**src/rtl/fhcd_pkg.sv**
```systemverilog
// Shared types and constants for the frame header check decoder.
package fhcd_pkg;

	// Width of the in-frame byte counter (16 to 32 bits)
	localparam int COUNT_WIDTH = 32;
	typedef logic [COUNT_WIDTH-1:0] count_t;

	// Saturation value of the byte counter
	localparam count_t COUNT_TOP = {COUNT_WIDTH{1'b1}};

	// Header bytes and size
	localparam logic [7:0] HDR_MAGIC0  = 8'h46;
	localparam logic [7:0] HDR_MAGIC1  = 8'h43;
	localparam logic [7:0] HDR_VERSION = 8'h01;
	localparam int         HDR_SIZE    = 10;

	// Header byte offsets
	localparam count_t POS_MAGIC0  = count_t'(0);
	localparam count_t POS_MAGIC1  = count_t'(1);
	localparam count_t POS_VERSION = count_t'(2);
	localparam count_t POS_OP      = count_t'(3);
	localparam count_t POS_TAG_HI  = count_t'(4);
	localparam count_t POS_TAG_LO  = count_t'(5);
	localparam count_t POS_LEN_B3  = count_t'(6);
	localparam count_t POS_LEN_B2  = count_t'(7);
	localparam count_t POS_LEN_B1  = count_t'(8);
	localparam count_t POS_LEN_B0  = count_t'(9);

	// Width used for the length compare: one bit above both operands
	localparam int LEN_W = 33;

	// Input word: one frame byte plus end marker
	typedef struct packed {
		logic [7:0] data_byte;
		logic       last_byte;
	} in_word_t;

	// Result word: one per frame
	typedef struct packed {
		logic        frame_ok;
		logic [7:0]  op_code;
		logic [15:0] request_tag;
		logic [31:0] payload_bytes;
	} out_word_t;

endpackage

```
**src/rtl/fhcd_if.sv**
```systemverilog
// Valid/ready stream interfaces for frame bytes and frame results.
interface fhcd_in_if import fhcd_pkg::*; ();
	logic     valid;
	logic     ready;
	in_word_t data;

	modport source (output valid, output data, input ready);
	modport sink   (input valid, input data, output ready);
endinterface

interface fhcd_out_if import fhcd_pkg::*; ();
	logic      valid;
	logic      ready;
	out_word_t data;

	modport source (output valid, output data, input ready);
	modport sink   (input valid, input data, output ready);
endinterface

```
**src/rtl/frame_header_check_decoder.sv**
```systemverilog
// Frame header check decoder: byte stream in, one check result per frame out.
//
// Usage:
//   bytes   - sink channel, one frame byte per word with last_byte on the
//             final byte of each frame. A word is taken when valid and ready
//             are both high at a rising clock edge.
//   results - source channel, one word per frame: frame_ok and, when the
//             frame is good, op code, request tag and payload length.
// Throughput: one byte word per cycle while no finished word is held back
//   by results.ready low. The header capture, byte counter step and length
//   compare are all combinational between the held frame state and the result register.
// Latency: the result word is valid the cycle after its last byte is taken.
// Stall: the result register holds a finished word while results.ready is
//   low; a new byte is still taken whenever the result register is empty or
//   is being emptied in the same cycle, so bytes.ready = !valid || ready.
// Reset: arst_n low clears the byte counter and captured header, marks the
//   header good and empties the result register; the next byte starts a
//   new frame. The frame state is cleared the same way after every last byte.
module frame_header_check_decoder
	import fhcd_pkg::*;
(
	input  logic       clk,
	input  logic       arst_n,
	fhcd_in_if.sink    bytes,
	fhcd_out_if.source results
);

	// Frame state
	count_t      count_q;
	logic        good_q;
	logic [7:0]  op_q;
	logic [15:0] tag_q;
	logic [31:0] len_q;

	// Result register
	logic      out_valid_q;
	out_word_t out_word_q;

	logic        acc;
	logic        ovf;
	logic        good_n;
	logic [7:0]  op_n;
	logic [15:0] tag_n;
	logic [31:0] len_n;
	logic [7:0]  b;
	logic        ok;
	logic [LEN_W-1:0] seen_len;
	logic [LEN_W-1:0] want_len;

	assign bytes.ready = !out_valid_q || results.ready;
	assign acc         = bytes.valid && bytes.ready;
	assign b           = bytes.data.data_byte;
	assign ovf         = (count_q == COUNT_TOP);

	// Header capture at the current offset
	always_comb begin
		good_n = good_q;
		op_n   = op_q;
		tag_n  = tag_q;
		len_n  = len_q;
		case (count_q)
			POS_MAGIC0:  if (b != HDR_MAGIC0) good_n = 1'b0;
			POS_MAGIC1:  if (b != HDR_MAGIC1) good_n = 1'b0;
			POS_VERSION: if (b != HDR_VERSION) good_n = 1'b0;
			POS_OP:      op_n = b;
			POS_TAG_HI:  tag_n[15:8] = b;
			POS_TAG_LO:  tag_n[7:0] = b;
			POS_LEN_B3:  len_n[31:24] = b;
			POS_LEN_B2:  len_n[23:16] = b;
			POS_LEN_B1:  len_n[15:8] = b;
			POS_LEN_B0:  len_n[7:0] = b;
			default:     ;
		endcase
	end

	// Length check: payload length plus header size against frame length, no wrap
	assign seen_len = LEN_W'(count_q) + LEN_W'(1);
	assign want_len = LEN_W'(len_n) + LEN_W'(HDR_SIZE);
	assign ok = !ovf && good_n && (count_q >= POS_LEN_B0) && (want_len == seen_len);

	// Frame state update
	always_ff @(posedge clk or negedge arst_n) begin
		if (!arst_n) begin
			count_q <= '0;
			good_q  <= 1'b1;
			op_q    <= '0;
			tag_q   <= '0;
			len_q   <= '0;
		end else if (acc) begin
			if (bytes.data.last_byte) begin
				count_q <= '0;
				good_q  <= 1'b1;
				op_q    <= '0;
				tag_q   <= '0;
				len_q   <= '0;
			end else begin
				if (!ovf) count_q <= count_q + count_t'(1);
				good_q <= good_n;
				op_q   <= op_n;
				tag_q  <= tag_n;
				len_q  <= len_n;
			end
		end
	end

	// Result valid flag
	always_ff @(posedge clk or negedge arst_n) begin
		if (!arst_n) begin
			out_valid_q <= 1'b0;
		end else if (acc && bytes.data.last_byte) begin
			out_valid_q <= 1'b1;
		end else if (results.ready) begin
			out_valid_q <= 1'b0;
		end
	end

	// Result word, fields zeroed for a bad frame
	always_ff @(posedge clk) begin
		if (acc && bytes.data.last_byte) begin
			out_word_q.frame_ok      <= ok;
			out_word_q.op_code       <= ok ? op_n : 8'h00;
			out_word_q.request_tag   <= ok ? tag_n : 16'h0000;
			out_word_q.payload_bytes <= ok ? len_n : 32'h0000_0000;
		end
	end

	assign results.valid = out_valid_q;
	assign results.data  = out_word_q;

	// Checks
	a_clear_after_last: assert property (@(posedge clk) disable iff (!arst_n)
		acc && bytes.data.last_byte |=> count_q == '0 && good_q)
		else $error("frame state not cleared after last word");

	a_count_step: assert property (@(posedge clk) disable iff (!arst_n)
		acc && !bytes.data.last_byte |=>
			(count_q == $past(count_q) + count_t'(1)) || (count_q == COUNT_TOP))
		else $error("byte counter did not advance");

	a_result_source: assert property (@(posedge clk) disable iff (!arst_n)
		$rose(out_valid_q) |-> $past(acc && bytes.data.last_byte))
		else $error("result word without a last byte");

	a_bad_zero: assert property (@(posedge clk) disable iff (!arst_n)
		out_valid_q && !out_word_q.frame_ok |->
			out_word_q.op_code == 8'h00 && out_word_q.request_tag == 16'h0000 &&
			out_word_q.payload_bytes == 32'h0000_0000)
		else $error("bad frame result carries nonzero fields");

endmodule
```
**src/flat_wrapper.sv**
```systemverilog
// flat-port wrapper written by rule: the top's interface ports become plain ports
module frame_header_check_decoder_flat import fhcd_pkg::*;
  (clk, arst_n, bytes_valid, bytes_data, bytes_ready, results_valid, results_data, results_ready);
  fhcd_in_if bytes_i ();
  fhcd_out_if results_i ();
  input  logic clk;
  input  logic arst_n;
  input wire logic [$bits(bytes_i.valid)-1:0] bytes_valid;
  input wire logic [$bits(bytes_i.data)-1:0] bytes_data;
  output wire logic [$bits(bytes_i.ready)-1:0] bytes_ready;
  output wire logic [$bits(results_i.valid)-1:0] results_valid;
  output wire logic [$bits(results_i.data)-1:0] results_data;
  input wire logic [$bits(results_i.ready)-1:0] results_ready;
  assign bytes_i.valid = bytes_valid;
  assign bytes_i.data = bytes_data;
  assign bytes_ready = bytes_i.ready;
  assign results_valid = results_i.valid;
  assign results_data = results_i.data;
  assign results_i.ready = results_ready;
  frame_header_check_decoder u_core (.clk(clk), .arst_n(arst_n), .bytes(bytes_i), .results(results_i));
endmodule
```
**config.mk**
```make
export PLATFORM = sky130hd
export DESIGN_NAME = frame_header_check_decoder_flat
export DESIGN_NICKNAME = d
export VERILOG_FILES = /design/src/rtl/fhcd_pkg.sv /design/src/rtl/fhcd_if.sv /design/src/rtl/frame_header_check_decoder.sv /design/src/flat_wrapper.sv
export SDC_FILE = /design/constraint.sdc
export NUM_CORES = 1
export LEC_CHECK = 0
export ABC_AREA = 0
export BUFFER_PORTS_ARGS = -buffer_cell sky130_fd_sc_hd__buf_2
export CAP_MARGIN = 5
export CORE_MARGIN = 10
export CORE_UTILIZATION = 40
export CTS_CLUSTER_DIAMETER = 120
export CTS_CLUSTER_SIZE = 40
export DETAILED_ROUTE_END_ITERATION = 10
export GPL_TIMING_DRIVEN = 0
export PLACE_DENSITY_LB_ADDON = 0.25
export SLEW_MARGIN = 10
export SYNTH_ARGS = -nofsm -noshare
export SYNTH_HDL_FRONTEND = slang
export SYNTH_SLANG_ARGS = --single-unit
```
**constraint.sdc**
```tcl
create_clock -name clk -period 4.35 [get_ports clk]
set_input_delay 0.87 -clock clk [delete_from_list [all_inputs] [get_ports clk]]
set_output_delay 0.87 -clock clk [all_outputs]
set_load 0.02 [all_outputs]
```
==> results.md <==
* Gr ovfl total at 0
* WL per Instance at 23.2 um
* Vias in the first global route at between 8000 and 9000
* Post-CTS Hold Fix Bufs at 0
* FF-to-FF path depth at 17
* Die width at ~180 um
* CP Class: reg2reg
* Slew headroom at 0.403
* H-tree depth at 4
* P_leak at 4.71 nW
* Port-buffer cells at 69
* DR iter-0 viols at 973
* All-Layer GR Usage at 0.213
* Post-Syn Area per Cell at 9.51 um2
* Initial antenna violation count at 0
* Clk sink count at 147
* Worst hold margin at ~0.38 ns
* Die area at around 32000 um2
* Hold crit path type: in2async
* Top cell type's share of synthesized area at 0.219
* Status: completed
* Initial DRT Pass Iterations at 5
* Clock Skew at 0.0172 ns
* Post-Syn Instances at 1069
* Post-Syn Nets at ~1100
* FP Rows at 58
* Clk slew on worst S/H paths at roughly 0.08 ns
* Yosys warnings at 0
* Clk_lat worst skew at roughly 0.44 ns
* Post-synth EDFFs at 57
* Final period util at 0.978
* Final Hold Vio Count at 0
* Post-synth ARST share at 0.612
* Nets at 1203
* # setup viols final at 0
* Routed WL at 35400 um
* Synth top area cells: dfrtp_1 22%, edfxtp_1 17%, nor4_2 7.4%, xnor2_1 5.1%, nand2_1 4.9%
* TritonCTS clock tree: built
* Period minus WS final at about 4.3 ns
* Worst Path Required at 4.61 ns
* Core Region at approximately 25000 um2
* Initial core utilization at 0.405
* Ys flop type: dfrtp_1
* DRC at 0
* Inst Count DP at 1471
* Die Y-Extent at 179 um
* VDD IR max at 0.000236 V
* Setup TNS at 0 ns
* FF+latch count, synth at around 150
* R2R Setup Slk at 0.09 ns
* Total CTS buffers at 17
* Gpl congestion at a little under 1
* Slew @ Worst Pin at between 0.8 and 0.9 ns
* Sequential share of the synthesized area at 0.390
* Finished Core Util at 0.490
* FF-to-FF Start: u_core.count_q[8]
* Fmax at 235 MHz
* First-pass GRT wire length at 54100 um
* Post-DRT Antenna Nets at 0
* MaxCap Viol Count at 0
* Via/cell ratio at between 6 and 7
* Power per cell area at 410 nW/um2
* ANT cells at 0
* Largest net degree at the start of global routing at 60
* Final std cells w/o fill at 1528
* Largest buffer count on any clock path at 2
* DP HPWL at 26500 um
* Area Growth Syn to Fin at 20.9%
* CP startpoint: u_core.count_q[8]
* Yosys top cell by area: dfrtp_1
* Fraction of layout cells with a size suffix above 1 at 0.268
* Worst Path Arrival at 4.51 ns
* Root buffer cell: clkbuf_16
* Cell Area, Synth at 10200 um2
* I/O pin count at 72
* Crit end category: flip-flop
* Slew Limit Fails at 0
* DR vias at 9172
* Cell variety after synth at slightly above 70
* Crit path max fanout at 10
* CP Launch Type: flip-flop
metrics by stage:
step | cell area [um2] | power (mW) | setup WS, ns
2_1_floorplan | 10200 | 2.90 | 0.0861
3_3_place_gp | 10900 | 3.32 | -1.50
3_5_place_dp | 11000 | 3.35 | -1.50
4_1_cts | 11800 | 4.92 | 0.00117
5_1_grt | 12300 | 5.26 | -0.0402
6_report | 12300 | 5.04 | 0.0941
layer usage:
metal / up-vias / GRT usage / share of wire
met4: 0 / 0.0576 / 0.019
li1: 4202 / - / -
met2: 417 / 0.326 / 0.45
met3: 43 / 0.0436 / 0.080
met5: - / 0 / 0
met1: 4510 / 0.297 / 0.45
placed cells by master (no fill, tap or decap), types with 31 or more instances in the layout:
cell | netlist | final
buf_2 | 20 | 82
buf_4 | 6 | 35
clkbuf_1 | 50 | 43
dfrtp_1 | 89 | 83
edfxtp_1 | 57 | 57
mux2_2 | 36 | 33
nand2_1 | 134 | 134
nand3_1 | 32 | 31
nor2_1 | 57 | 56
nor4_2 | 60 | 47
o21ai_0 | 90 | 87
xnor2_1 | 59 | 58
final cells by class:
class,instances,area [um2]
Tap cell,330,413
Inverter,14,52.6
Buffer,85,554
Sequential cell,147,3970
Fill cell,2415,12800
Clock inverter,15,176
Timing Repair Buffer,101,622
Clock buffer,17,425
Multi-Input combinational cell,819,6080
critical path: stages, from the launching register on:
cell and delay, ns:
dfrtp_2 0.47, nor4_4 0.32, nand4_1 0.22, nor3_2 0.24, buf_4 0.16, buf_4 0.13, mux2_4 0.33, ha_4 0.21
o21bai_4 0.15, mux2_4 0.27, nor3_4 0.06, xor2_1 0.16, nor4_2 0.44, nand4_1 0.17, buf_6 0.17, buf_12 0.15
buf_8 0.15, nor4_2 0.26
path summary, 6_finish.rpt:
path | to
setup / recovery | u_core.results.data[18]
hold / removal | u_core.count_q[17]
setup reg to reg | u_core.results.data[18]
hold reg to reg | u_core.good_q
max in group asynchronous | u_core.count_q[14]
min in group clk | u_core.good_q
cells by family (layout without fill, tap and decap cells):
logic type,after synthesis,in the layout,synth area share
mux,65,65,0.0694
flops,147,147,0.390
fa+ha+maj,5,5,0.00615
buf+inv,103,232,0.0519
simple gates,440,440,0.266
compound gates,222,222,0.139
xor+xnor,87,87,0.0770
where the power goes:
group / total [mW] / leakage, nW / switching (mW) / internal (mW)
clock network: 1.52 / 0.294 / 0.743 / 0.778
registers: 1.79 / 1.75 / 0.187 / 1.60
logic: 1.73 / 2.66 / 1.08 / 0.650
total: 5.04 / 4.71 / 2.01 / 3.03
sequential cells by signal, summed over array words and instances (netlist names):
signal,cells
u_core.tag_q,16
u_core.good_q,1
u_core.count_q,32
u_core.op_q,8
u_core.len_q,32
u_core.results.data,57
u_core.results.valid,1
repair_timing:
| action | CTS | global route |
|---|---|---|
| setup endpoints to repair | 57 | 57 |
| buffers inserted | 11 | 18 |
| pin swaps | 10 | 18 |
| resized for setup | 37 | 65 |
cell usage after synthesis, types with 10 or more instances:
library cell  instances
mux2_2               36
nand2_1             134
a22oi_1              30
xor2_1               26
dfrtp_1              89
nand3_1              32
edfxtp_1             57
and3_1               18
nand4_1              30
a32o_1               10
nor4_2               60
nand2b_1             12
clkbuf_1             50
o21ai_0              90
nor4_1               18
mux2i_1              27
inv_1                14
nor2_1               57
a21oi_1              30
o31ai_1              14
buf_2                20
and4_1               10
xnor2_1              59
nor3_1               19
(Power assumes the default switching activity.)
